### src/rtl/shh_queue.sv
// Two-entry queue that decouples the classifying front end from the table update back end.
// Depends on nothing beyond its width parameter.
`default_nettype none

module shh_queue #(
  parameter int unsigned Width = 17
) (
  input  wire logic             clk_i,
  input  wire logic             rst_ni,
  input  wire logic             push_i,
  input  wire logic [Width-1:0] push_data_i,
  output logic                  full_o,
  input  wire logic             pop_i,
  output logic                  empty_o,
  output logic      [Width-1:0] head_o
);

  logic [Width-1:0] slot_q [2];
  logic             wr_ptr_q, wr_ptr_d;
  logic             rd_ptr_q, rd_ptr_d;
  logic [1:0]       fill_q, fill_d;

  assign full_o = (fill_q == 2'd2);
  assign empty_o = (fill_q == 2'd0);
  assign head_o = slot_q[rd_ptr_q];

  always_comb begin
    wr_ptr_d = wr_ptr_q;
    rd_ptr_d = rd_ptr_q;
    fill_d = fill_q;
    if (push_i) begin
      wr_ptr_d = ~wr_ptr_q;
    end
    if (pop_i) begin
      rd_ptr_d = ~rd_ptr_q;
    end
    if (push_i && !pop_i) begin
      fill_d = fill_q + 2'd1;
    end else if (pop_i && !push_i) begin
      fill_d = fill_q - 2'd1;
    end
  end

  always_ff @(posedge clk_i or negedge rst_ni) begin
    if (!rst_ni) begin
      wr_ptr_q <= 1'b0;
      rd_ptr_q <= 1'b0;
      fill_q <= 2'd0;
    end else begin
      wr_ptr_q <= wr_ptr_d;
      rd_ptr_q <= rd_ptr_d;
      fill_q <= fill_d;
    end
  end

  always_ff @(posedge clk_i) begin
    if (push_i) begin
      slot_q[wr_ptr_q] <= push_data_i;
    end
  end

  assert property (@(posedge clk_i) disable iff (!rst_ni) full_o |-> !push_i || pop_i)
    else $error("queue overflow");
  assert property (@(posedge clk_i) disable iff (!rst_ni) empty_o |-> !pop_i)
    else $error("queue underflow");
  assert property (@(posedge clk_i) disable iff (!rst_ni) fill_q != 2'd3)
    else $error("queue fill count out of range");

endmodule

`default_nettype wire

### config.mk
export PLATFORM = sky130hd
export DESIGN_NAME = shh_queue
export DESIGN_NICKNAME = d
export VERILOG_FILES = /design/src/rtl/shh_queue.sv
export SDC_FILE = /design/constraint.sdc
export NUM_CORES = 1
export LEC_CHECK = 0
export BUFFER_PORTS_ARGS = -buffer_cell sky130_fd_sc_hd__buf_2
export CAP_MARGIN = 5
export CORE_MARGIN = 10
export CORE_UTILIZATION = 50
export DETAILED_ROUTE_END_ITERATION = 6
export MAX_ROUTING_LAYER = met4
export PLACE_DENSITY = 0.86
export SYNTH_ARGS = -nofsm -noshare
export SYNTH_HDL_FRONTEND = slang
export SYNTH_SLANG_ARGS = --single-unit
export TNS_END_PERCENT = 20
### constraint.sdc
create_clock -name clk_i -period 2.02 [get_ports clk_i]
set_clock_uncertainty 0.15 [all_clocks]
set_input_delay 0.303 -clock clk_i [delete_from_list [all_inputs] [get_ports clk_i]]
set_output_delay 0.303 -clock clk_i [all_outputs]
set_load 0.03 [all_outputs]
* Yosys cells after proc, flatten, opt, wreduce, memory -nomap -nowiden *
Memory sizes are Yosys's and may differ from the RTL's.
Index checks and enable logic that the tools add are counted.

storage, ports and cells
  memory bits (writable) = 34
  word-level logic and storage cells = 19
  flip-flop bits (word level) = 4
  memories kept = 1
  input port bits = 21

memory list
  memory  words  bits a word  read ports  clocked after Yosys merged registers in  write ports  RTL line  source
  slot_q  2      17           1           0                                        1            18        logic [Width-1:0] slot_q [2];

operators by class
  bitwise gates (word level) = 2
  muxes and demuxes = 4
  add/sub/neg operators = 2
  eq/ne operators = 1
  reduce and logical (&&, ||, !) cells = 6

operators with widths
  cell                   count
  $mux W2                2
  $add A2 B1 Y2 const B  1
  $eq A2 B2 Y1 const B   1
  $logic_and A1 B1 Y1    2
  $logic_not A1 Y1       2
  $logic_not A2 Y1       1
  $mux W1                2
  $not A1 Y1             2
  $reduce_bool A2 Y1     1
  $sub A2 B1 Y2 const B  1

* Longest topological paths before layout *
  word-level depth = 4
  mapped depth = 5

* Worst setup path before layout *
OpenSTA, ideal clock, no wires.

  kind = register to register
  start = register wr_ptr_q
  end = memory slot_q[0][0] (enable)
  library setup time = 0.393 ns
  arrival = 1.183 ns
  path buffers = 0
  period minus slack after synthesis = 1.725 ns
  setup slack = 0.295 ns
  cell stages (with the launch flop) = 2
  data required time = 1.477 ns
  path through = dfrtp_1 > nor2b_1

RTL lines
  item                      RTL line  source
  start: declaration        19        logic wr_ptr_q, wr_ptr_d;
  start signal: assignment  50        wr_ptr_q <= wr_ptr_d;
  end: declaration          18

Straight into the memory's write port.

* Worst setup path after layout *
  start = register rd_ptr_q
  end = output head_o[6]

on the way
  cells in the longest elaborated chain, start to end = 1

ends and longest elaborated chain
  item                      RTL line  source
  start: declaration        20        logic rd_ptr_q, rd_ptr_d;
  start signal: assignment  51        rd_ptr_q <= rd_ptr_d;
  $mem_v2 Z2 W17            -
  end: declaration          15        output logic [Width-1:0] head_o

No other way between the ends.

==> summary.md <==
| Metric | Value |
|---|---|
| 1st-pass router iterations | `2` |
| Slew Viols, Final | `0` |
| Proportion of synthesized area in mux cells | `between 10% and 20%` |
| Critical path launch point | `rd_ptr_q` |
| Final net count | `between 150 and 200` |
| Adder-cell share of the synthesized area | `0.8547%` |
| DR vias/cell | `4.746` |
| Setup TNS | `0 ns` |
| Final Setup Violations | `0` |
| Worst hold path class | `primary input to flop` |
| Layout cell share with drive strength beyond 1 | `about half` |
| I/O pins | `40` |
| Die Y | `74.11 um` |
| Syn nets | `just over 90` |
| Max-Slew Margin vs Limit | `88.84%` |
| Synth Area in XOR/XNOR | `2.991%` |
| Largest net degree at the start of global routing | `13` |
| Total global routing overflow | `0` |
| Fill cell count | `around 180` |
| CP Max Fanout | `9` |
| Core area | `between 2000 and 3000 um^2` |
| Max Cap Viol | `0` |
| Area delta synth->final | `34.70%` |
| Simple-Gate Fraction of Synth Area | `1.795%` |
| Total CTS buffers | `5` |
| CP cell instances | `buf_4, mux2_4, buf_2` |
| Post-synth EDFFs | `34` |
| Initial Util | `a little over half` |
| Asr flop ratio synth | `10.53%` |
| Most common cell in the netlist | `edfxtp_1` |
| Status | `finished, final reports clean` |
| Multi-input gate area | `310.3 um^2` |
| Gpl congestion | `~0.67` |
| First-pass GRT wire length | `3953 um` |
| PortBufs | `39` |
| Clk sinks | `38` |
| Crit start category | `flop` |
| Placed instance count | `143` |
| Synth area leaders | `edfxtp_1, mux2_4, dfrtp_1, mux2_2, xor2_1` |
| Placement Cell Area | `1714 um^2` |
| Synth top area share | `a little over two thirds` |
| WL/cell | `16.22 um` |
| Register area share after synthesis | `76.58%` |
| Clk_lat worst skew | `0.33 ns` |
| Unrepaired setup endpoints after global routing | `no` |
| Vias in the first global route | `841` |
| Die area | `5492 um^2` |
| CP arrival | `1.48 ns` |
| Prevailing post-synth register cell | `edfxtp_1` |
| Min-delay src | `pop_i` |
| Worst path required time | `1.57 ns` |
| Commonest cells post-synth | `edfxtp_1, mux2_4, mux2_2` |
| Max H-tree Level | `2` |
| PwrDens | `between 1000 and 1500 nW/um^2` |
| Vias | `~800` |
| Longest Clk Path Bufs | `2` |
| Cells after synthesis | `between 60 and 70` |
| FF/Latch Area | `1121 um^2` |
| Critical-path top delay cell | `dfrtp_1` |
| Yosys reg bits | `38` |
| Synth area leader | `edfxtp_1` |
| Resized cells post-CTS | `0` |
| CTS tree | `yes` |
| All-Layer GR Usage | `10.15%` |
| Worst slew pin tran | `roughly 0.17 ns` |
| Min Tclk post-route | `about 1.9 ns` |
| Synth Warn # | `0` |
| Post-synthesis compound-gate area fraction | `0%` |
| Finished Cell Area | `1972 um^2` |
| WS Path Type | `flop to output pin` |
| Drt total wl | `2741 um` |
| Clk pin slew, worst setup/hold paths | `0.10 ns` |
| CTS Root Cell | `clkbuf_4` |
| DRT iter0 DRCs | `6` |
| Fin. Hold Viols | `0` |
| Final std cells w/o fill | `between 150 and 200` |
| Pleak | `0.8220 nW` |
| CP max stage delay | `between 0.4 and 0.5 ns` |
| Syn_area_per_cell | `21.22 um^2` |
| Post-route clock period utilization | `95.73%` |
| Combinational family with the most area after synthesis | `multiplexers` |
| Post-synth cell types | `13` |
| CP endpoint kind | `output pin` |
| Diode count | `0` |
| Max VDD drop | `0.9906 mV` |
| Initial antenna violation count | `0` |
| Final ANT Viol Nets | `0` |
| # DRC | `0` |
| Fmax | `0.5171 GHz` |
| Synthesized area | `about 1500 um^2` |
| Reg2reg start | `wr_ptr_q` |
| FP Rows | `19` |
| Die width | `74.11 um` |
## state kept, by name, summed over array words and instances, names as in the netlist
name	count
fill_q	2
rd_ptr_q	1
slot_q	34
wr_ptr_q	1
## metal layers
metal,part of all wire (%),global-route usage [%]
met5,0,-
met4,0.91,4.348
met3,6.5,4.787
met2,55,17.80
met1,37,9.143
## repair_timing
item                      4_1_cts  5_1_grt
hold buffers                    9        9
setup buffers                   0        0
hold endpoints to repair       19       17
## power by group
group	switching, mW	total (mW)	internal (mW)
Combinational	0.638	1.08	0.440
Sequential	0.0770	1.13	1.05
Clock	0.220	0.476	0.256
Total	0.935	2.68	1.75
## cells by family after synthesis
kind of cell | count (synthesis)
buffers and inverters | 3
muxes | 17
and+or+nand+nor | 5
xor gates and xnor gates | 5
adders and majority gates | 1
DFF | 38
## worst paths after layout
kind | slack (ns) | end | cells after the start
worst max-delay path | 0.09 | head_o[6] | 3
worst min-delay path | 0.03 | rd_ptr_q | 2
worst max register to register | 0.78 | slot_q[0][7] | 2
worst min register to register | 0.38 | fill_q[1] | 1
max in group asynchronous | 1.45 | rd_ptr_q | 2
min in group asynchronous | 0.15 | fill_q[1] | 2
## area by class of cell
class,instances,share of cell area (%)
clock buffer,5,1.904
clock inverter,3,2.030
inverter,1,0.1904
multi-input combinational,28,15.74
sequential,38,56.85
tap,31,1.967
timing repair buffer,63,21.32
## stage by stage
stage	hold slack, ns	setup WS (ns)	power, mW	utilization (%)
after global placement	-0.04150	0.5030	2.171	61.63
final	0.03043	0.08631	2.684	70.90
after global routing	0.01587	0.02510	2.816	70.90
after detailed placement	-0.03599	0.4650	2.213	61.63
after floorplan	-0.1426	0.2946	1.946	-
after CTS	0.0007112	0.06568	2.706	67.66
## worst max-delay path: cells and delay by family, from the launching register on
kind / cells / cell delay (ns)
flip-flops: 1 / 0.42
multiplexers: 1 / 0.31
buffers and inverters: 2 / 0.42
## placed cells by master (no fill, tap or decap), types with 2 or more instances in the layout
master,netlist,layout
buf_2,0,39
mux2_2,8,8
xor2_1,4,4
mux2_4,9,9
buf_4,0,6
edfxtp_1,34,34
dlygate4sd3_1,0,18
clkbuf_4,0,5
nor2_1,2,2
clkinv_2,0,2
dfrtp_1,4,4
No activity file was read; power rests on OpenSTA's default activity.
