File: src/rtl/shh_pkg.sv
// Package for the sampled hash histogram: shared constants and the back-end state type.
// Used by the front end, the back end, the top and the testbench; it depends on nothing else.
`default_nettype none

package shh_pkg;

  localparam int unsigned MaxIndexBitsDefault = 16;
  localparam int unsigned HashW = 64;
  localparam int unsigned CountW = 32;
  localparam int unsigned CfgW = 5;
  localparam int unsigned CfgIdxW = 2;
  localparam int unsigned ReadIdxW = 16;

  localparam logic [CfgIdxW-1:0] RegIndexBits = 2'd0;
  localparam logic [CfgIdxW-1:0] RegSampleBits = 2'd1;

  localparam logic [CfgW-1:0] IndexBitsReset = 5'd16;
  localparam logic [CfgW-1:0] SampleBitsReset = 5'd8;

  localparam logic [CountW-1:0] CountMax = {CountW{1'b1}};

  localparam logic OpCount = 1'b0;
  localparam logic OpRead = 1'b1;

  typedef enum logic [2:0] {
    StClear = 3'b001,
    StIdle = 3'b010,
    StResult = 3'b100
  } back_state_e;

endpackage

`default_nettype wire

File: src/rtl/shh_front.sv
// Front end: holds the configuration registers, accepts input transactions and
// turns each into a table index and a count flag. Depends on shh_pkg.
`default_nettype none

module shh_front
  import shh_pkg::*;
#(
  parameter int unsigned MaxIndexBits = MaxIndexBitsDefault
) (
  input  wire logic                    clk_i,
  input  wire logic                    rst_ni,
  input  wire logic                    cfg_we_i,
  input  wire logic [CfgIdxW-1:0]      cfg_index_i,
  input  wire logic [CfgW-1:0]         cfg_data_i,
  input  wire logic                    in_valid_i,
  output logic                         in_stall_o,
  input  wire logic                    opcode_i,
  input  wire logic [HashW-1:0]        hash_value_i,
  input  wire logic [ReadIdxW-1:0]     read_index_i,
  input  wire logic                    q_full_i,
  input  wire logic                    clearing_i,
  output logic                         push_o,
  output logic [MaxIndexBits:0]        item_o
);

  localparam logic [CfgW-1:0] MaxBitsCfg = CfgW'(MaxIndexBits);

  logic [CfgW-1:0]         index_bits_q;
  logic [CfgW-1:0]         sample_bits_q;
  logic [CfgW-1:0]         eff_bits;
  logic [MaxIndexBits-1:0] idx_mask;
  logic [MaxIndexBits-1:0] idx;
  logic                    top_nonzero;

  always_ff @(posedge clk_i or negedge rst_ni) begin
    if (!rst_ni) begin
      index_bits_q <= IndexBitsReset;
      sample_bits_q <= SampleBitsReset;
    end else if (cfg_we_i) begin
      case (cfg_index_i)
        RegIndexBits: index_bits_q <= cfg_data_i;
        RegSampleBits: sample_bits_q <= cfg_data_i;
        default: ;
      endcase
    end
  end

  // The index width is clamped into 1 .. MaxIndexBits.
  always_comb begin
    if (index_bits_q == '0) begin
      eff_bits = CfgW'(1);
    end else if (index_bits_q > MaxBitsCfg) begin
      eff_bits = MaxBitsCfg;
    end else begin
      eff_bits = index_bits_q;
    end
  end

  always_comb begin
    for (int k = 0; k < MaxIndexBits; k++) begin
      idx_mask[k] = (CfgW'(k) < eff_bits);
    end
  end

  // Bit k lies in the top sample_bits bits when 63 - k is below sample_bits.
  always_comb begin
    top_nonzero = 1'b0;
    for (int k = 0; k < HashW; k++) begin
      if ((6'(HashW - 1 - k) < {1'b0, sample_bits_q}) && hash_value_i[k]) begin
        top_nonzero = 1'b1;
      end
    end
  end

  always_comb begin
    if (opcode_i == OpRead) begin
      idx = MaxIndexBits'(read_index_i);
    end else begin
      idx = hash_value_i[MaxIndexBits-1:0] & idx_mask;
    end
  end

  assign in_stall_o = q_full_i || clearing_i;
  assign push_o = in_valid_i && !in_stall_o;
  assign item_o = {(opcode_i == OpCount) && !top_nonzero, idx};

endmodule

`default_nettype wire

File: config.mk
export PLATFORM = sky130hd
export DESIGN_NAME = shh_front
export DESIGN_NICKNAME = d
export VERILOG_FILES = /design/src/rtl/shh_pkg.sv /design/src/rtl/shh_front.sv
export SDC_FILE = /design/constraint.sdc
export NUM_CORES = 1
export LEC_CHECK = 0
export BUFFER_PORTS_ARGS = -buffer_cell sky130_fd_sc_hd__buf_2
export CAP_MARGIN = 20
export CORE_MARGIN = 4
export CORE_UTILIZATION = 35
export CTS_BUF_LIST = sky130_fd_sc_hd__clkbuf_2
export CTS_CLUSTER_DIAMETER = 40
export DETAILED_ROUTE_END_ITERATION = 10
export PLACE_DENSITY = 0.79
export SLEW_MARGIN = 5
export SYNTH_ARGS = -nofsm -noshare
export SYNTH_HDL_FRONTEND = slang
export SYNTH_SLANG_ARGS = --single-unit
File: constraint.sdc
create_clock -name clk_i -period 4.35 [get_ports clk_i]
set_input_delay 0.6525 -clock clk_i [delete_from_list [all_inputs] [get_ports clk_i]]
set_output_delay 0.6525 -clock clk_i [all_outputs]
set_load 0.1 [all_outputs]
* Word-level counts from Yosys, hierarchy flattened
Index checks and enable logic that the tools add are counted.
** Storage, ports and cells
- Output and inout bits :: 19
- Flip-flop bits (word level) :: 10
- Word-level logic and storage cells :: 220
- Input port bits :: 94
** Operators by class
- Bitwise operators :: 2
- Equal/unequal tests :: 1
- Magnitude comparators :: 79
- Reduce and logical (&&, ||, !) cells :: 71
- Multiplexer cells :: 65
** Operators by type and width (count)
- < comparator 6 x 5 -> 1 bit, first input constant :: 31
- < comparator 4 x 5 -> 1 bit, first input constant :: 16
- < comparator 5 bit, first input constant :: 15
- logical AND 1 bit :: 64
- 2-to-1 mux 1 bit :: 62
- < comparator 3 x 5 -> 1 bit, first input constant :: 8
- < comparator 1 x 5 -> 1 bit, first input constant :: 4
- < comparator 2 x 5 -> 1 bit, first input constant :: 4
- bitwise AND 16 bit :: 1
- 2-to-1 mux 16 bit :: 1
- 2-to-1 mux 5 bit :: 2
- greater-than comparator 5 bit, second input constant :: 1
- logical NOT 5 bit :: 1
- AND reduction 2 bit :: 2
- == test 2 x 1 -> 1 bit, second input constant :: 1
- logical NOT 1 bit :: 2
- logical NOT 2 bit :: 1
- logical OR 1 bit :: 1
- NOT 1 bit :: 1

* Logic depth before layout (Yosys ltp)
- Depth after elaboration :: 66
- Mapped depth :: 7
- Depth with buffers taken out :: 5

* Worst setup path after synthesis
Ideal clock, no wire load.
- Path type :: flip-flop to output port
- From :: reg sample_bits_q[1]
- To :: out item_o[16]
- Cell stages (with the launch flop) :: 8
- Arrival :: 4432 ps
- Data required time :: 3697 ps
- Buffers on the path :: 2
- Slack :: -735 ps
- Path through :: dfrtp_1 -> buf_6 -> or2_1 -> buf_6 -> or4_1 -> a32oi_1 -> o2111ai_1 -> nor4_1
** Between the ends
- Word-level cells in the longest chain between the ends :: 66
- Elaborated cells between the ends (all ways) :: 188
- Classes of those cells :: order compare: 62; mux: 62; reduce/logical: 64
** Ends and longest elaborated chain
- from (decl) :: RTL line shh_front.sv:29 : logic [CfgW-1:0] sample_bits_q;
- from (signal assigned) :: RTL line shh_front.sv:38 : sample_bits_q <= SampleBitsReset;
- from (signal assigned) :: RTL line shh_front.sv:42 : RegSampleBits: sample_bits_q <= cfg_data_i;
- < comparator 6 x 5 -> 1 bit :: RTL line shh_front.sv:69 : if ((6'(HashW - 1 - k) < {1'b0, sample_bits_q}) && hash_value_i[k]) begin
- logical AND 1 bit :: RTL line shh_front.sv:69
- 2-to-1 mux 1 bit (61 in a row) :: RTL line shh_front.sv:69
- 2-to-1 mux 1 bit (*) :: RTL line shh_front.sv:69
- logical NOT 1 bit (*) :: RTL line shh_front.sv:85 : assign item_o = {(opcode_i == OpCount) && !top_nonzero, idx};
- logical AND 1 bit (*) :: RTL line shh_front.sv:85
- to (decl) :: RTL line shh_front.sv:23 : output logic [MaxIndexBits:0] item_o
Every way passes the cells marked *; elsewhere a longest branch is shown, timed or not.

* Final worst setup path
- From :: reg sample_bits_q[3]
- To :: out item_o[16]
Same word-level chain as after synthesis.

==> flow_summary.toml <==
[yosys]
synthesis.nets = 246
ys_seq_elements = 10
post-synth-top-area-cell = "dfrtp_1"
synth_top_cell_area_share_pct = 17.8
synthesis.yosys.warnings = 0
synth.cell_area_um2 = 1130
yosysSeqAreaShare_pct = 22.4
synthesis.instances = 152
post_synth_main_area_contributors = "dfrtp_1 18%, o21ai_0 10%, mux2_2 10%"
number_of_unique_standard_cell_types_used_by_synthesis = 47
avgSynthCellArea_um2 = 7.41

[power_and_ir_drop]
max-vdd-ir-drop_mv = 0.167
leakagePower_nw = 0.815
p_per_area_nw_per_um2 = 322

[sta]
worst_pin_slew_ns = 0.739
final_min_period_over_clock_period_pct = 74.0
timing.final.hold_violations = 0
rsz0062_at_grt = "false"
timing.fmax_ghz = 0.311
timing.final.crit_period_ns = 3.22
clock-skew-final_ns = 0
final.setup.tns_ns = 0
timing.final.max_slew_violations = 0
maxSlewHeadroom_pct = 50.6
total_setup_violations_reported_at_the_end_of_the_flow = 0

[global_route]
grt_first_pass_wirelength_um = 5600
grt-ovfl-total = 0
grt_max_degree = 32
number_of_antenna_violations_at_the_first_check_in_global_routing = 0
gr-usage-all-layers_pct = 16.2
vias_in_the_first_global_route = 1351

[worst_setup_path]
critical-path-top-delay-family = "compound AO/OA/AOI/OAI gates"
crit_path_end_kind = "output pin"
worst-path-max-fanout = 17
setup.worst_path.start_class = "register"
crit_path_max_incr_delay_ns = 0.70
worstPathBufferInverterCount = 1
crit_path_cell_trace = "nand2_1 > a2111oi_0 > o221a_1 > o2111ai_1 > nor4_2 > buf_2"
cp.required_ns = 3.70
worst-endpoint-arrival_ns = 2.57
crit_slowest_cell = "dfstp_2"
crit_type = "reg2out"

[placement]
io_buffer_count = 95
place.detailed.hpwl_um = 2760
dpl.cell_count = 276
gp_routability_congestion = 0.701

[clock_tree]
clkTransAtPathRegs_ns = 0.10
tritoncts = "done"
post_cts.repair.setup_buffers = 0
clock-sinks = 10
clock_latency_ns = 0.24
ctsHoldBuffers = 0
cts-resized-gates = 0
cts_buf_count = 3
root_buffer = "clkbuf_2"
clock_h_tree_levels = 1
buffer_levels_on_the_longest_clock_path = 2

[floorplanning]
total_die_area_um2 = 4190
core_area_um2 = 3080
top_level_ports = 113
initial_core_util_pct = 36.6
rows = 20
chipWidth_um = 64.7
die_height_um = 64.7

[layout]
drive_gt1_share_pct = 49.2
fillers = 337
layout_common_cells = "95 x buf_2, 23 x o21ai_0, 21 x nand2_1, 12 x nor2_1, 10 x mux2_2"
area.growth.synth_to_final_pct = 42.9
num-nets-final = 331
antenna_cells_inserted = 0
layout.cells.most_common = "buf_2"
instances_no_fill = 280

[routing]
firstDrtPassIters = 3
ant_nets = 0
routed_via_density = 5.06
average_wire_per_standard_cell_um = 12.2
drt_iter0_markers = 35
wirelength_um = 3410
drt_drc = 0
vias = 1416

[outcome]
run_status = "completed"

[worst_hold_path]
min-delay-path-class = "in2async"

[job]
number_of_max_capacitance_violations_reported = 0
-- area by class of cell --
cell class | count | area, um2 | area share, %
timing repair buffer | 95 | 475 | 29.5
sequential | 10 | 253 | 15.7
tap | 44 | 55.1 | 3.42
clock buffer | 3 | 15.0 | 0.933
clock inverter | 1 | 3.75 | 0.233
multi-input combinational | 122 | 788 | 49.0
inverter | 5 | 18.8 | 1.17
-- registers in the layout (all words and copies together) (netlist names) --
signal         cells
index_bits_q       5
sample_bits_q      5
-- logic make-up (layout without fill, tap and decap cells) --
kind of cell	after synthesis	after routing	share of synthesized area (%)
compound gates	64	64	38.3
simple gates	48	48	21.1
buf+inv	20	104	8.11
mux	10	10	10.0
flops	10	10	22.4
-- layer usage --
layer  track usage (%)  vias up  share of wire, %
li1                  -      740                 -
met1              18.3      631                42
met2              31.4       43                52
met3              2.25        2               5.5
met4              3.96        0              0.29
met5                 0        -                 0
-- per-stage QoR --
stage	util (%)	setup WS (ns)	hold WS [ns]	total power [mW]	instance area [um2]
after floorplan	-	0.424	0.357	0.407	1130
after global placement	51.7	1.36	0.517	0.468	1590
after detailed placement	51.7	1.36	0.520	0.472	1590
after CTS	52.3	1.10	0.224	0.524	1610
after global routing	52.3	0.750	0.204	0.562	1610
final	52.3	1.13	0.228	0.519	1610
-- final timing paths --
path	from	cells after the start	slack, ns	to
setup / recovery	sample_bits_q[3]	6	1.13	item_o[16]
hold / removal	rst_ni	1	0.23	index_bits_q[1]
setup reg to reg	sample_bits_q[4]	1	3.33	sample_bits_q[4]
hold reg to reg	sample_bits_q[0]	1	0.60	sample_bits_q[0]
max in group asynchronous	rst_ni	1	3.85	sample_bits_q[3]
min in group clk_i	sample_bits_q[0]	1	0.60	sample_bits_q[0]
-- where the power goes --
part           internal (mW)  switching (mW)  leakage (nW)  total (mW)
logic                  0.103           0.196         0.685       0.300
clock network         0.0200          0.0307        0.0140      0.0507
registers              0.113          0.0558         0.116       0.169
total                  0.236           0.283         0.815       0.519
-- Yosys cell counts, drive strengths merged --
cell type and number:
and2 1, a211o 2, dfstp 2, a32oi 1
nor2 12, mux2 10, o22ai 4, o221ai 1
nand4 1, o21ai 23, o31ai 2, o211a 1
a211oi 1, a21oi 8, buf 3, or2 3
o311a 1, and3 2, o32ai 1, nor3b 1
clkbuf 12, o221a 1, inv 5, a21o 3
o21a 3, or3 1, o41ai 1, o2111ai 1
o22a 2, a221oi 2, nor4 2, nand3b 1
o31a 1, nand2 21, a32o 1, or4 1
nor4b 1, nor3 1, a2111oi 1, a41o 1
dfrtp 8, a22o 1, a22oi 1
Power figures use the tool's default switching activity.
