==> src/rtl/shh_pkg.sv <==
// Package for the sampled hash histogram: shared constants and the back-end state type.
// Used by the front end, the back end, the top and the testbench; it depends on nothing else.
`default_nettype none

package shh_pkg;

  localparam int unsigned MaxIndexBitsDefault = 16;
  localparam int unsigned HashW = 64;
  localparam int unsigned CountW = 32;
  localparam int unsigned CfgW = 5;
  localparam int unsigned CfgIdxW = 2;
  localparam int unsigned ReadIdxW = 16;

  localparam logic [CfgIdxW-1:0] RegIndexBits = 2'd0;
  localparam logic [CfgIdxW-1:0] RegSampleBits = 2'd1;

  localparam logic [CfgW-1:0] IndexBitsReset = 5'd16;
  localparam logic [CfgW-1:0] SampleBitsReset = 5'd8;

  localparam logic [CountW-1:0] CountMax = {CountW{1'b1}};

  localparam logic OpCount = 1'b0;
  localparam logic OpRead = 1'b1;

  typedef enum logic [2:0] {
    StClear = 3'b001,
    StIdle = 3'b010,
    StResult = 3'b100
  } back_state_e;

endpackage

`default_nettype wire

==> src/rtl/shh_back.sv <==
// Back end: clears the counter table after reset, then reads one entry per transaction,
// writes it back updated for a count, and holds the result. Depends on shh_pkg.
`default_nettype none

module shh_back
  import shh_pkg::*;
#(
  parameter int unsigned MaxIndexBits = MaxIndexBitsDefault
) (
  input  wire logic                    clk_i,
  input  wire logic                    rst_ni,
  input  wire logic                    q_empty_i,
  input  wire logic [MaxIndexBits:0]   q_head_i,
  output logic                         pop_o,
  output logic                         clearing_o,
  output logic                         ram_we_o,
  output logic [MaxIndexBits-1:0]      ram_waddr_o,
  output logic [CountW-1:0]            ram_wdata_o,
  output logic                         ram_re_o,
  output logic [MaxIndexBits-1:0]      ram_raddr_o,
  input  wire logic [CountW-1:0]       ram_rdata_i,
  output logic                         out_valid_o,
  input  wire logic                    out_stall_i,
  output logic                         sampled_o,
  output logic [CountW-1:0]            entry_count_o,
  output logic [CountW-1:0]            peak_count_o
);

  back_state_e             state_q, state_d;
  logic [MaxIndexBits-1:0] clr_addr_q, clr_addr_d;
  logic [MaxIndexBits-1:0] addr_q;
  logic                    count_q;
  logic                    out_valid_q, out_valid_d;
  logic                    out_sampled_q;
  logic [CountW-1:0]       out_entry_q;
  logic [CountW-1:0]       peak_q, peak_d;
  logic [CountW-1:0]       inc_val;
  logic                    load_out;

  assign inc_val = (ram_rdata_i == CountMax) ? ram_rdata_i : ram_rdata_i + CountW'(1);

  assign pop_o = (state_q == StIdle) && !q_empty_i && (!out_valid_q || !out_stall_i);
  assign load_out = (state_q == StResult);
  assign clearing_o = (state_q == StClear);

  assign ram_re_o = pop_o;
  assign ram_raddr_o = q_head_i[MaxIndexBits-1:0];

  always_comb begin
    ram_we_o = 1'b0;
    ram_waddr_o = addr_q;
    ram_wdata_o = inc_val;
    if (state_q == StClear) begin
      ram_we_o = 1'b1;
      ram_waddr_o = clr_addr_q;
      ram_wdata_o = '0;
    end else if (state_q == StResult) begin
      ram_we_o = count_q;
    end
  end

  always_comb begin
    state_d = state_q;
    clr_addr_d = clr_addr_q;
    case (state_q)
      StClear: begin
        clr_addr_d = clr_addr_q + MaxIndexBits'(1);
        if (&clr_addr_q) begin
          state_d = StIdle;
        end
      end
      StIdle: begin
        if (pop_o) begin
          state_d = StResult;
        end
      end
      StResult: state_d = StIdle;
      default: state_d = StIdle;
    endcase
  end

  always_comb begin
    peak_d = peak_q;
    if (load_out && count_q && (inc_val > peak_q)) begin
      peak_d = inc_val;
    end
  end

  always_comb begin
    out_valid_d = out_valid_q;
    if (load_out) begin
      out_valid_d = 1'b1;
    end else if (out_valid_q && !out_stall_i) begin
      out_valid_d = 1'b0;
    end
  end

  always_ff @(posedge clk_i or negedge rst_ni) begin
    if (!rst_ni) begin
      state_q <= StClear;
      clr_addr_q <= '0;
      out_valid_q <= 1'b0;
      peak_q <= '0;
    end else begin
      state_q <= state_d;
      clr_addr_q <= clr_addr_d;
      out_valid_q <= out_valid_d;
      peak_q <= peak_d;
    end
  end

  always_ff @(posedge clk_i) begin
    if (pop_o) begin
      addr_q <= q_head_i[MaxIndexBits-1:0];
      count_q <= q_head_i[MaxIndexBits];
    end
    if (load_out) begin
      out_sampled_q <= count_q;
      out_entry_q <= count_q ? inc_val : ram_rdata_i;
    end
  end

  assign out_valid_o = out_valid_q;
  assign sampled_o = out_sampled_q;
  assign entry_count_o = out_entry_q;
  assign peak_count_o = peak_q;

  assert property (@(posedge clk_i) disable iff (!rst_ni) clearing_o |-> !pop_o)
    else $error("transaction taken during table clear");
  assert property (@(posedge clk_i) disable iff (!rst_ni)
    (state_q == StResult) |-> !out_valid_q || !$past(out_stall_i) || $past(pop_o))
    else $error("result loaded over a held result");
  assert property (@(posedge clk_i) disable iff (!rst_ni) 1'b1 |=> peak_q >= $past(peak_q))
    else $error("peak count decreased");
  assert property (@(posedge clk_i) disable iff (!rst_ni) (state_q == StResult) |=> out_valid_q)
    else $error("result not presented");

endmodule

`default_nettype wire

==> config.mk <==
export PLATFORM = sky130hd
export DESIGN_NAME = shh_back
export DESIGN_NICKNAME = d
export VERILOG_FILES = /design/src/rtl/shh_pkg.sv /design/src/rtl/shh_back.sv
export SDC_FILE = /design/constraint.sdc
export NUM_CORES = 1
export LEC_CHECK = 0
export ABC_AREA = 0
export BUFFER_PORTS_ARGS = -buffer_cell sky130_fd_sc_hd__buf_2
export CAP_MARGIN = 30
export CORE_AREA = 2 2 112 114
export DETAILED_ROUTE_END_ITERATION = 12
export DIE_AREA = 0 0 114 116
export PLACE_DENSITY = 0.8
export SYNTH_ARGS = -nofsm -noshare
export SYNTH_HDL_FRONTEND = slang
export SYNTH_SLANG_ARGS = --single-unit
==> constraint.sdc <==
create_clock -name clk_i -period 5.8 [get_ports clk_i]
set_clock_uncertainty 0.15 [all_clocks]
set_input_delay 0.58 -clock clk_i [delete_from_list [all_inputs] [get_ports clk_i]]
set_output_delay 0.58 -clock clk_i [all_outputs]
set_load 0.05 [all_outputs]
# Yosys cells after proc, flatten, opt, wreduce, memory -nomap -nowiden
# Cells that the tools add are included.
word_totals:
  ff_bits: 102
  latchBits: 0
  ram_bits: 0
  romBits: 0
  inputBits: 53
  out_inout_bits: 134
  wordCells: 40
  n_memories: 0
classes:
  n_addsub: 2
  mul: 0
  div: 0
  magnitude_cmp: 1
  n_eq_ne: 6
  shifts: 0
  mux: 11
  bitwise: 0
  n_reduce_logical: 12
op_table:
  columns: ["op", "count"]
  rows:
  - ["32-bit two-way mux", 3]
  - ["32-bit by 1-bit adder with 32-bit output, second input constant", 1]
  - ["32-bit == test, second input constant", 1]
  - ["32-bit greater-than comparator", 1]
  - ["16-bit by 1-bit adder with 16-bit output, second input constant", 1]
  - ["16-bit two-way mux", 1]
  - ["16-bit AND reduction", 1]
  - ["3-bit two-way mux", 2]
  - ["3-bit case mux with 2 select lines", 1]
  - ["1-bit logical AND", 5]
  - ["1-bit two-way mux", 4]
  - ["3-bit by 1-bit == test with 1-bit output, second input constant", 1]
  - ["3-bit by 2-bit == test with 1-bit output, second input constant", 1]
  - ["3-bit == test, second input constant", 1]
  - ["1-bit zero test", 3]
  - ["2-bit by 1-bit inequality test with 1-bit output, second input constant", 1]
  - ["2-bit inequality test, second input constant", 1]
  - ["2-bit AND reduction", 1]
  - ["2-bit nonzero test", 1]
  - ["1-bit logical OR", 1]

# Longest topological paths before layout
# Gate-level depths: netlist of run 1.
logic_depth:
  ltp_word: 5
  mapped_depth: 15

# Worst setup path after synthesis of run 1
# No wires, ideal clock.
synth_timing:
  path_type: "register -> output"
  startpoint: "reg state_q[1]"
  endpoint: "out ram_we_o"
  arrival_time_ns: 3.762
  required_ns: 5.070
  slack_ns: 1.308
  path_stages_with_launch: 4
  path_buffers: 0
  cell_sequence: "dfrtp_1 nor3b_1 nand2_1 nand2_1"
synth_via:
  elab_chain_cells: 3
  elab_cells_between_ends: 4
synth_rtl:
  columns: ["item", "line", "source"]
  rows:
  - ["start, declared", "shh_back.sv:29", "back_state_e state_q, state_d;"]
  - ["start signal, assigned", "shh_back.sv:100", "state_q <= StClear;"]
  - ["start signal, assigned", "shh_back.sv:105", "state_q <= state_d;"]
  - ["3-bit == test", null, null]
  - ["net load_out", "shh_back.sv:38", "logic load_out;"]
  - ["1-bit two-way mux", "shh_back.sv:57", "end else if (state_q == StResult) begin"]
  - ["1-bit two-way mux", "shh_back.sv:53", "if (state_q == StClear) begin"]
  - ["end, declared", "shh_back.sv:16", "output logic ram_we_o,"]
# The timed path passes the listed nets, and every way through them passes these cells.

# Worst setup path in the final report of run 1
layout_timing:
  startpoint: "in ram_rdata_i[10]"
  endpoint: "reg peak_q[7] (netlist: peak_count_o[7])"
layout_via:
  elab_chain_cells: 4
  elab_cells_between_ends: 5
layout_rtl:
  columns: ["item", "line", "source"]
  rows:
  - ["start, declared", "shh_back.sv:21", "input wire logic [CountW-1:0] ram_rdata_i,"]
  - ["32-bit by 1-bit adder with 32-bit output / 32-bit == test (equally long branches)", "shh_back.sv:40", "assign inc_val = (ram_rdata_i == CountMax) ? ram_rdata_i : ram_rdata_i + CountW'(1);"]
  - ["32-bit two-way mux *", "shh_back.sv:40", null]
  - ["net inc_val[28]", "shh_back.sv:37", "logic [CountW-1:0] inc_val;"]
  - ["32-bit greater-than comparator *", "shh_back.sv:84", "if (load_out && count_q && (inc_val > peak_q)) begin"]
  - ["1-bit logical AND *", "shh_back.sv:84", null]
  - ["end signal, assigned", "shh_back.sv:108", "peak_q <= peak_d;"]
  - ["end, declared", "shh_back.sv:36", "logic [CountW-1:0] peak_q, peak_d;"]
# Mark *: on every way through the listed nets, which the timed path passes. The rest lies on a longest branch.
# A chain may end at the register's enable or synchronous reset.

==> flow_metrics.py, run 1 <==
metrics = {
    "outcome": {
        "outcome": "finished, final reports clean",
    },
    "setup_path": {
        "reg2reg_depth": 9,
        "timing.rr.start": "peak_count_o[30]$_DFFE_PN0P_",
        "crit_path_start_kind": "primary input",
        "critical_path_required_ps": 5890,
        "r2r_setup_slack_ps": 2650,
        "timing.rr.end": "peak_count_o[7]$_DFFE_PN0P_",
        "crit_fanout": 20,
        "cp-end-kind": "flip-flop",
        "critical_path_class": "primary input to flip-flop",
        "critPathArrivalTime_ps": 5010,
    },
    "run": {
        "cap_violations": 0,
    },
    "synth": {
        "synth_top_area_share_pct": 24.5,
        "netlist_instances": 611,
        "ys_async_sr_fraction_pct": 51.0,
        "ys_warn_count": 0,
        "synth_area_leader_cell": "edfxtp_1",
        "ys_types": 44,
        "syn_area_um2": 6130,
        "synthFlopType": "dfrtp_1",
        "syn_area_per_cell_um2": 10.0,
        "yosysSeqAreaShare_pct": 45.8,
        "ys_seq_elements": 102,
        "ys_top_cells_by_area": "edfxtp_1 (25%), dfrtp_1 (21%), ha_1 (6.9%)",
        "synth_edf_count": 50,
        "synthesis.nets": 698,
    },
    "clock_network": {
        "root_buffer": "clkbuf_16",
        "cts_tree": "yes",
        "h-tree-depth": 3,
        "cts.repair.resized": 0,
        "cts_hold_buffers": 0,
        "cts_buffers": 9,
        "clock_latency_ps": 360,
        "clk_path_buf_depth": 2,
        "clkTransAtPathRegs_ps": 80,
        "cts.sinks": 102,
        "cts_setup_buffers": 0,
    },
    "timing": {
        "fin_crit_sh_pct": 84.9,
        "setup_viol_count_final": 0,
        "worst_slew_pin_slew_ps": 679,
        "drv_slew": 0,
        "rsz0062_at_grt": "no",
        "max_slew_margin_pct": 54.3,
        "tns_ps": 0,
        "finalCriticalPeriod_ps": 4920,
        "holdWs_ps": 8.84,
        "fmax_mhz": 203,
        "hold_viol": 0,
    },
    "grt": {
        "gr-total-overflow": 0,
        "grt_pass1_wl_um": 25100,
        "grt_use_total_pct": 24.8,
        "grt_pass1_vias": 5117,
        "grt_max_degree": 53,
        "antenna_found_initial": 0,
    },
    "die": {
        "core_area_um2": 11900,
        "start_util_pct": 51.4,
        "die_y_um": 116,
        "fp.dieW_um": 114,
        "rows": 40,
        "pin_count": 187,
        "die_area_um2": 13200,
    },
    "finish": {
        "utilization_pct": 62.2,
        "nFillCells": 1016,
        "drive_above_1_share_pct": 32.0,
        "fin_cells": 929,
        "diodes": 0,
        "fin_nets": 864,
        "area_growth_pct": 21.0,
    },
    "drt": {
        "drt_iter0_markers": 402,
        "postRouteAntennaNets": 0,
        "drc": 0,
        "wirelength_um": 16000,
        "vias_per_cell": 5.49,
        "vias": 5101,
        "wl_per_cell_um": 17.3,
        "firstDrtPassIters": 7,
    },
    "placement": {
        "routabilityCongestion": 0.936,
        "io_buffers": 186,
        "dp_hpwl_um": 12300,
        "place_inst": 913,
    },
    "worst_hold_path": {
        "hp-class": "primary input to async pin",
    },
    "pwr": {
        "leakage_nw": 3.45,
        "power_density_nw_per_um2": 388,
        "finalPower_mw": 2.88,
        "peakVddDrop_mv": 0.238,
    },
}
-- layout make-up --
type / instances / area [µm²] / area share (%)
flip-flops and latches: 102 / 2800 / 37.8
well taps: 147 / 184 / 2.48
clock inverters: 5 / 60.1 / 0.810
repair buffers: 193 / 1010 / 13.6
multi-input cells: 431 / 2970 / 40.1
clock buffers: 11 / 233 / 3.14
inverters: 40 / 150 / 2.03
-- stage by stage --
| stage | cell area [µm²] | setup WS, ps |
|---|---|---|
| 2_1_floorplan | 6130 | 1310 |
| 3_3_place_gp | 7100 | 666 |
| 3_5_place_dp | 7120 | 542 |
| 4_1_cts | 7410 | 895 |
| 5_1_grt | 7410 | 529 |
| 6_report | 7410 | 876 |
-- worst max-delay path by stage --
stage / slack (ps) / from / cells after the start / to
2_1_floorplan: 1310 / state_q[1]$_DFFE_PN0P_ / 3 / ram_we_o
3_3_place_gp: 670 / ram_rdata_i[10] / 15 / peak_count_o[3]$_DFFE_PN0P_
3_5_place_dp: 540 / ram_rdata_i[10] / 15 / peak_count_o[7]$_DFFE_PN0P_
4_1_cts: 900 / ram_rdata_i[10] / 15 / peak_count_o[7]$_DFFE_PN0P_
5_1_grt: 530 / ram_rdata_i[10] / 15 / peak_count_o[7]$_DFFE_PN0P_
6_report: 880 / ram_rdata_i[10] / 15 / peak_count_o[7]$_DFFE_PN0P_
-- report_power, final --
part / internal, mW / leakage [nW] / switching, mW / total (mW)
Combinational: 0.355 / 2.18 / 0.907 / 1.26
Sequential: 0.905 / 1.13 / 0.0997 / 1.00
Clock: 0.337 / 0.140 / 0.274 / 0.611
-- worst max-delay path, cell delays in order --
cell and delay [ps]:
buf_2 180, nand4_1 280, or4_1 600, nor4_2 350, nand2b_1 150, xor2_1 370
inv_1 90, ha_1 290, nand4_1 150, nor4_1 630, a21o_1 200, a21oi_1 60
a31oi_4 470, buf_12 240, mux2_2 350
-- flip-flops by register name (all words and copies together), names as in the netlist --
signal / flops
clr_addr_q: 16
count_q: 1
state_q: 3
entry_count_o: 32
out_valid_o: 1
peak_count_o: 32
addr_q: 16
sampled_o: 1
-- cells in the final DEF, fill, tap and decap left out, types with 2 or more instances in the layout --
cell type	synthesis	final
a21oi_1	19	18
edfxtp_1	50	50
nor2_1	29	29
nor4_1	7	7
mux2_2	32	32
xor2_1	28	28
nor4_2	2	2
dfrtp_1	51	51
buf_12	0	2
and4_1	3	3
ha_1	34	34
a41oi_1	2	2
buf_4	19	5
clkbuf_16	0	9
nand2_1	91	91
xnor2_1	46	46
nor3_1	11	11
nand2b_1	2	2
and2_1	32	32
o21ai_0	6	6
or4_1	3	3
a21o_1	4	4
buf_2	7	186
and3_1	14	14
nand3_1	24	24
nand4_1	25	25
inv_1	40	40
mux2i_1	2	2
clkbuf_1	10	2
-- kinds of logic (layout without fill, tap and decap cells) --
family | Yosys count | count (layout) | synth area share, %
DFF | 102 | 102 | 45.8
adders and majority gates | 34 | 34 | 6.94
muxes | 34 | 34 | 6.21
and+or+nand+nor | 251 | 251 | 20.7
xor gates and xnor gates | 74 | 74 | 10.6
buffers and inverters | 78 | 249 | 6.11
AOI/OAI and AO/OA | 38 | 38 | 3.70
-- cells in the mapped netlist, drive strengths merged (2+ instances only) --
| cell | instances |
|---|---|
| nor4 | 9 |
| mux2i | 2 |
| xnor2 | 46 |
| dfrtp | 51 |
| a21o | 4 |
| ha | 34 |
| edfxtp | 50 |
| mux2 | 32 |
| or4 | 4 |
| inv | 40 |
| nor3b | 2 |
| a41oi | 2 |
| nand4 | 26 |
| nor3 | 11 |
| nand3 | 24 |
| and2 | 32 |
| a21oi | 19 |
| nor2 | 29 |
| o21ai | 7 |
| buf | 27 |
| nand2b | 2 |
| xor2 | 28 |
| nand2 | 91 |
| and3 | 14 |
| clkbuf | 11 |
| and4 | 3 |
-- metal layers --
layer	track usage, %	share of wire [%]	wire length, µm
met1	30.0	41	6550
met2	43.5	49	7860
met3	5.07	7.9	1270
met4	10.2	2.2	355
met5	0	0	0
No activity file was read; power rests on OpenSTA's default activity.
==> inputs of run 2 (changes only) <==
- CORE_AREA: 2 2 112 114 -> 2 2 118 120
- DIE_AREA: 0 0 114 116 -> 0 0 120 122
- PLACE_DENSITY: 0.8 -> 0.75
- clock period: 5.8 -> 4.1 ns (I/O delays scaled with it)
==> run 2 against run 1 <==
Compared with the run above:
- global-route usage is 2.5 points lower
- sequential power is 42% higher
- final cell count is 12% higher
- first-iteration DRC count is 21% lower
- sequential cell count stayed put
- design area is 7.9% higher
- largest power group unchanged
- register-to-register slack worse by 1400 ps
==> flow_metrics.py, run 2 (synthesized netlist as in run 1, its figures left out) <==
metrics = {
    "outcome": {
        "outcome": "finished, final reports clean",
    },
    "die": {
        "die_area_um2": 14600,
        "core_area_um2": 13500,
        "start_util_pct": 45.4,
        "die_y_um": 122,
        "rows": 43,
        "pin_count": 187,
        "fp.dieW_um": 120,
    },
    "grt": {
        "grt_pass1_vias": 5130,
        "gr-total-overflow": 0,
        "use_met3_pct": 4.78,
        "grt_use_total_pct": 22.3,
        "gr-max-usage-layer": "met2",
        "grtUsageMet2_pct": 37.0,
        "grt_pass1_wl_um": 25300,
        "grt_max_degree": 53,
        "met1_usage_pct": 28.5,
        "antenna_found_initial": 0,
    },
    "setup_path": {
        "critPathArrivalTime_ps": 3960,
        "startpoint": "ram_rdata_i[1]",
        "crit_fanout": 16,
        "cp-end-kind": "flip-flop",
        "timing.rr.start": "peak_count_o[15]$_DFFE_PN0P_",
        "critical_path_required_ps": 4190,
        "critical_path_class": "primary input to flip-flop",
        "crit_path_start_kind": "primary input",
    },
    "clock_network": {
        "cts.sinks": 102,
        "cts_hold_buffers": 0,
        "h-tree-depth": 3,
        "clk_path_buf_depth": 2,
        "root_buffer": "clkbuf_16",
        "cts.repair.resized": 0,
        "cts_buffers": 9,
        "clkTransAtPathRegs_ps": 60,
        "cts_setup_buffers": 0,
        "clock_latency_ps": 350,
        "cts_tree": "yes",
    },
    "drt": {
        "drt_iter0_markers": 318,
        "drc": 0,
        "firstDrtPassIters": 6,
        "vias_per_cell": 5.08,
        "wirelength_um": 15900,
        "wl_per_cell_um": 15.3,
        "postRouteAntennaNets": 0,
        "vias": 5269,
    },
    "placement": {
        "dp_hpwl_um": 12500,
        "place_area_um2": 7730,
        "place_ws_ps": -114,
        "routabilityCongestion": 0.959,
        "place_inst": 1021,
        "io_buffers": 186,
    },
    "worst_hold_path": {
        "hp-class": "primary input to async pin",
    },
    "pwr": {
        "leakage_nw": 3.80,
        "finalPower_mw": 4.02,
        "peakVddDrop_mv": 0.283,
        "power_density_nw_per_um2": 502,
    },
    "finish": {
        "drive_above_1_share_pct": 37.9,
        "utilization_pct": 59.2,
        "mostFrequentLayoutCell": "buf_2",
        "fin_cells": 1037,
        "area_growth_pct": 30.5,
        "design_area_um2": 8000,
        "final_cell_mix": "buf_2 (186), nand2_1 (91), buf_4 (80)",
        "diodes": 0,
        "fin_nets": 939,
        "nFillCells": 1167,
    },
    "timing": {
        "drv_slew": 0,
        "rsz0062_at_grt": "no",
        "setup_viol_count_final": 0,
        "fmax_mhz": 258,
        "hold_viol": 0,
        "worst_slew_pin_slew_ps": 704,
        "setup_slack_ps": 225,
        "finalCriticalPeriod_ps": 3880,
        "max_slew_margin_pct": 53.0,
        "fin_crit_sh_pct": 94.5,
    },
    "run": {
        "cap_violations": 0,
    },
}
==> run 2: cell count changes in the layout (fill, tap and decap cells not counted), sizes merged <==
cell	previous run	this run
clkbuf	11	12
inv	41	40
bufinv	1	0
buf	193	268
clkinvlp	1	2
==> run 2: report_power, final <==
group          internal (mW)  switching (mW)  leakage [nW]  total [mW]
Clock                  0.410           0.366         0.123       0.777
Combinational          0.535            1.28          2.55        1.82
Sequential              1.28           0.145          1.13        1.42
Total                   2.23            1.79          3.80        4.02
==> run 2: stage by stage <==
step,TNS [ps],hold WS [ps]
global placement,-1470,310
CTS,0,42.6
global route,0,74.0
finish,0,22.7
floorplan,0,-35.6
detailed placement,-3090,314
==> run 2: final timing paths <==
check / end / slack (ps) / cells past startpoint
worst max-delay path: peak_count_o[3]$_DFFE_PN0P_ / 220 / 15
worst min-delay path: peak_count_o[4]$_DFFE_PN0P_ / 20 / 2
worst max register to register: peak_count_o[3]$_DFFE_PN0P_ / 1270 / 11
worst min register to register: clr_addr_q[14]$_DFFE_PN0P_ / 330 / 1
max in group asynchronous: out_valid_o$_DFFE_PN0P_ / 3330 / 2
min in group clk_i: count_q$_DFFE_PP_ / 80 / 1
==> run 2: per-layer routing <==
metal / routed length [µm] / vias up
li1: - / 2565
met1: 6740 / 2450
met2: 7540 / 222
met3: 1220 / 32
met4: 344 / 0
met5: 0 / -
==> run 2: layout make-up <==
class                   count  area (µm²)  share of cell area (%)
clock inverters             4        25.0                   0.313
repair buffers            268        1570                    19.7
clock buffers              12         236                    2.96
inverters                  40         150                    1.88
well taps                 180         225                    2.82
flip-flops and latches    102        2800                    35.1
multi-input cells         431        2980                    37.3
==> run 2: critical path, stage by stage <==
cell and delay, ps:
buf_2 100, ha_1 200, nand4_1 130, or4_1 510
o21ai_2 180, buf_4 160, nor2_1 50, xor2_1 230
ha_1 310, a21oi_1 180, a21oi_1 80, or4_1 600
a31oi_4 280, buf_12 190, mux2_2 340
==> inputs of run 3 (changes only) <==
- CELL_PAD_IN_SITES_DETAIL_PLACEMENT: unset -> 2
- CELL_PAD_IN_SITES_GLOBAL_PLACEMENT: unset -> 2
- CORE_AREA: 2 2 118 120 -> 2 2 151 153
- DIE_AREA: 0 0 120 122 -> 0 0 153 155
- PLACE_DENSITY: 0.75 -> unset
- PLACE_DENSITY_LB_ADDON: unset -> 0.1
==> run 3 against run 2 <==
Compared with the run above:
- first-iteration DRC count is 58% lower
- hold slack better by 64 ps
- highest routed layer unchanged
- setup slack worse by 50 ps
- clock-buffer cell count is 1 lower
- non-clock buffer count is 37 higher
- power is 4.5% higher
- fmax is 1.3% lower
- sequential cell count stayed put
- via count is 3.7% higher
- global-route usage is 4.1 points lower
- core utilization is 21 points lower
- critical path depth stayed put
==> flow_metrics.py, run 3 (synthesized netlist as in run 1, its figures left out) <==
metrics = {
    "finish": {
        "multi_input_area_um2": 3040,
        "nFillCells": 2462,
        "drive_above_1_share_pct": 41.6,
        "mostFrequentLayoutCell": "buf_2",
        "fin_cells": 1179,
        "diodes": 0,
        "area_growth_pct": 38.5,
        "utilization_pct": 38.2,
        "regArea_um2": 2800,
        "final_cell_mix": "buf_2 (186), buf_4 (116), nand2_1 (91)",
        "fin_nets": 976,
    },
    "clock_network": {
        "clk_path_buf_depth": 2,
        "clock_latency_ps": 350,
        "cts.sinks": 102,
        "cts_buffers": 9,
        "h-tree-depth": 3,
        "clkTransAtPathRegs_ps": 80,
        "root_buffer": "clkbuf_16",
        "cts_tree": "yes",
    },
    "timing": {
        "setup_slack_ps": 175,
        "fmax_mhz": 255,
        "setup_viol_count_final": 0,
        "worst_slew_pin_slew_ps": 692,
        "tns_ps": 0,
        "drv_slew": 0,
        "holdWs_ps": 87.0,
        "hold_viol": 0,
        "finalCriticalPeriod_ps": 3930,
        "max_slew_margin_pct": 53.8,
        "fin_crit_sh_pct": 95.7,
    },
    "grt": {
        "gr-total-overflow": 0,
        "grt_max_degree": 53,
        "grt_pass1_wl_um": 33800,
        "grt_pass1_vias": 6096,
        "antenna_found_initial": 0,
        "grt_use_total_pct": 18.2,
    },
    "setup_path": {
        "cp-end-kind": "flip-flop",
        "crit_slowest_cell": "or4_1",
        "critical_path_class": "primary input to flip-flop",
        "crit_chain": "buf_2, ha_1, nand4_1, or4_4, o21ai_4, buf_4, nor2_1, xor2_2, ha_1, a21oi_1, a21oi_1, or4_1, a31oi_4, buf_12, mux2_2",
        "critPathArrivalTime_ps": 4010,
        "critical_path_required_ps": 4190,
        "cpPeakStageDelay_ps": 590,
        "crit_path_start_kind": "primary input",
        "crit_fanout": 18,
    },
    "pwr": {
        "power_density_nw_per_um2": 495,
        "peakVddDrop_mv": 0.220,
        "leakage_nw": 4.01,
    },
    "placement": {
        "place_inst": 1161,
        "place_ws_ps": -372,
        "dp_hpwl_um": 17600,
        "io_buffers": 186,
        "routabilityCongestion": 0.833,
    },
    "die": {
        "start_util_pct": 27.6,
        "die_y_um": 155,
        "rows": 55,
        "die_area_um2": 23700,
        "core_area_um2": 22200,
        "pin_count": 187,
        "fp.dieW_um": 153,
    },
    "run": {
        "cap_violations": 0,
    },
    "worst_hold_path": {
        "hp-class": "primary input to flip-flop",
    },
    "outcome": {
        "outcome": "finished, final reports clean",
    },
    "drt": {
        "drc": 0,
        "vias_per_cell": 4.63,
        "postRouteAntennaNets": 0,
        "vias": 5463,
        "wirelength_um": 21500,
        "wl_per_cell_um": 18.2,
        "drt_iter0_markers": 134,
        "firstDrtPassIters": 4,
    },
}
## run 3: cell types whose count changed in the layout (fill, tap and decap cells not counted), moves of 2 or more
cell / change
xor2_2: +3
nor4_1: -2
buf_4: +36
clkinvlp_4: -2
nor4_2: +2
clkbuf_8: +2
clkbuf_1: -3
xor2_1: -3
## run 3: critical path: cells and delay by family
family	cells	cell delay [ps]
muxes	1	360
and+or+nand+nor	4	1280
xor gates and xnor gates	1	280
adders and majority gates	2	510
buffers and inverters	3	470
AOI/OAI and AO/OA	4	680
## run 3: through the flow
stage / total power [mW] / instance area [µm²]
after global routing: 4.45 / 8480
after floorplan: 2.76 / 6140
after detailed placement: 3.39 / 8130
after CTS: 4.27 / 8430
after global placement: 3.31 / 8130
final: 4.20 / 8480
## run 3: area by class of cell
| type | count | area share, % |
|---|---|---|
| multi-input combinational | 431 | 35.8 |
| sequential | 102 | 33.0 |
| timing repair buffer | 305 | 21.8 |
| tap | 285 | 4.20 |
| clock buffer | 11 | 2.98 |
| inverter | 40 | 1.77 |
| clock inverter | 5 | 0.383 |
## run 3: worst paths after layout
| kind | to | cells after the start | slack (ps) | from |
|---|---|---|---|---|
| min reg2reg | clr_addr_q[5]$_DFFE_PN0P_ | 1 | 340 | clr_addr_q[5]$_DFFE_PN0P_ |
| min in group asynchronous | peak_count_o[1]$_DFFE_PN0P_ | 2 | 340 | rst_ni |
| max in group asynchronous | state_q[0]$_DFFE_PN1P_ | 3 | 2600 | rst_ni |
| max reg2reg | peak_count_o[25]$_DFFE_PN0P_ | 9 | 1260 | peak_count_o[1]$_DFFE_PN0P_ |
| max | peak_count_o[25]$_DFFE_PN0P_ | 15 | 170 | ram_rdata_i[1] |
| min | count_q$_DFFE_PP_ | 1 | 90 | q_head_i[16] |
## run 3: timing repair
action | 4_1_cts | 5_1_grt
hold buffers | 1 | 0
buffers inserted | 0 | 1
endpoints found under the hold margin | 14 | 0
pin swaps | 0 | 2
endpoints found under the setup margin | 10 | 30
gates resized for setup | 1 | 8
## run 3: power breakdown
| part | leakage [nW] | internal (mW) | switching, mW |
|---|---|---|---|
| registers | 1.13 | 1.28 | 0.151 |
| logic | 2.73 | 0.574 | 1.34 |
| clock network | 0.146 | 0.446 | 0.405 |
## run 3: routing by layer
layer  global-route usage, %  part of all wire [%]
met4                    5.29                   1.5
met3                    3.57                   4.3
met5                       0                     0
met1                    22.1                    43
met2                    32.9                    51
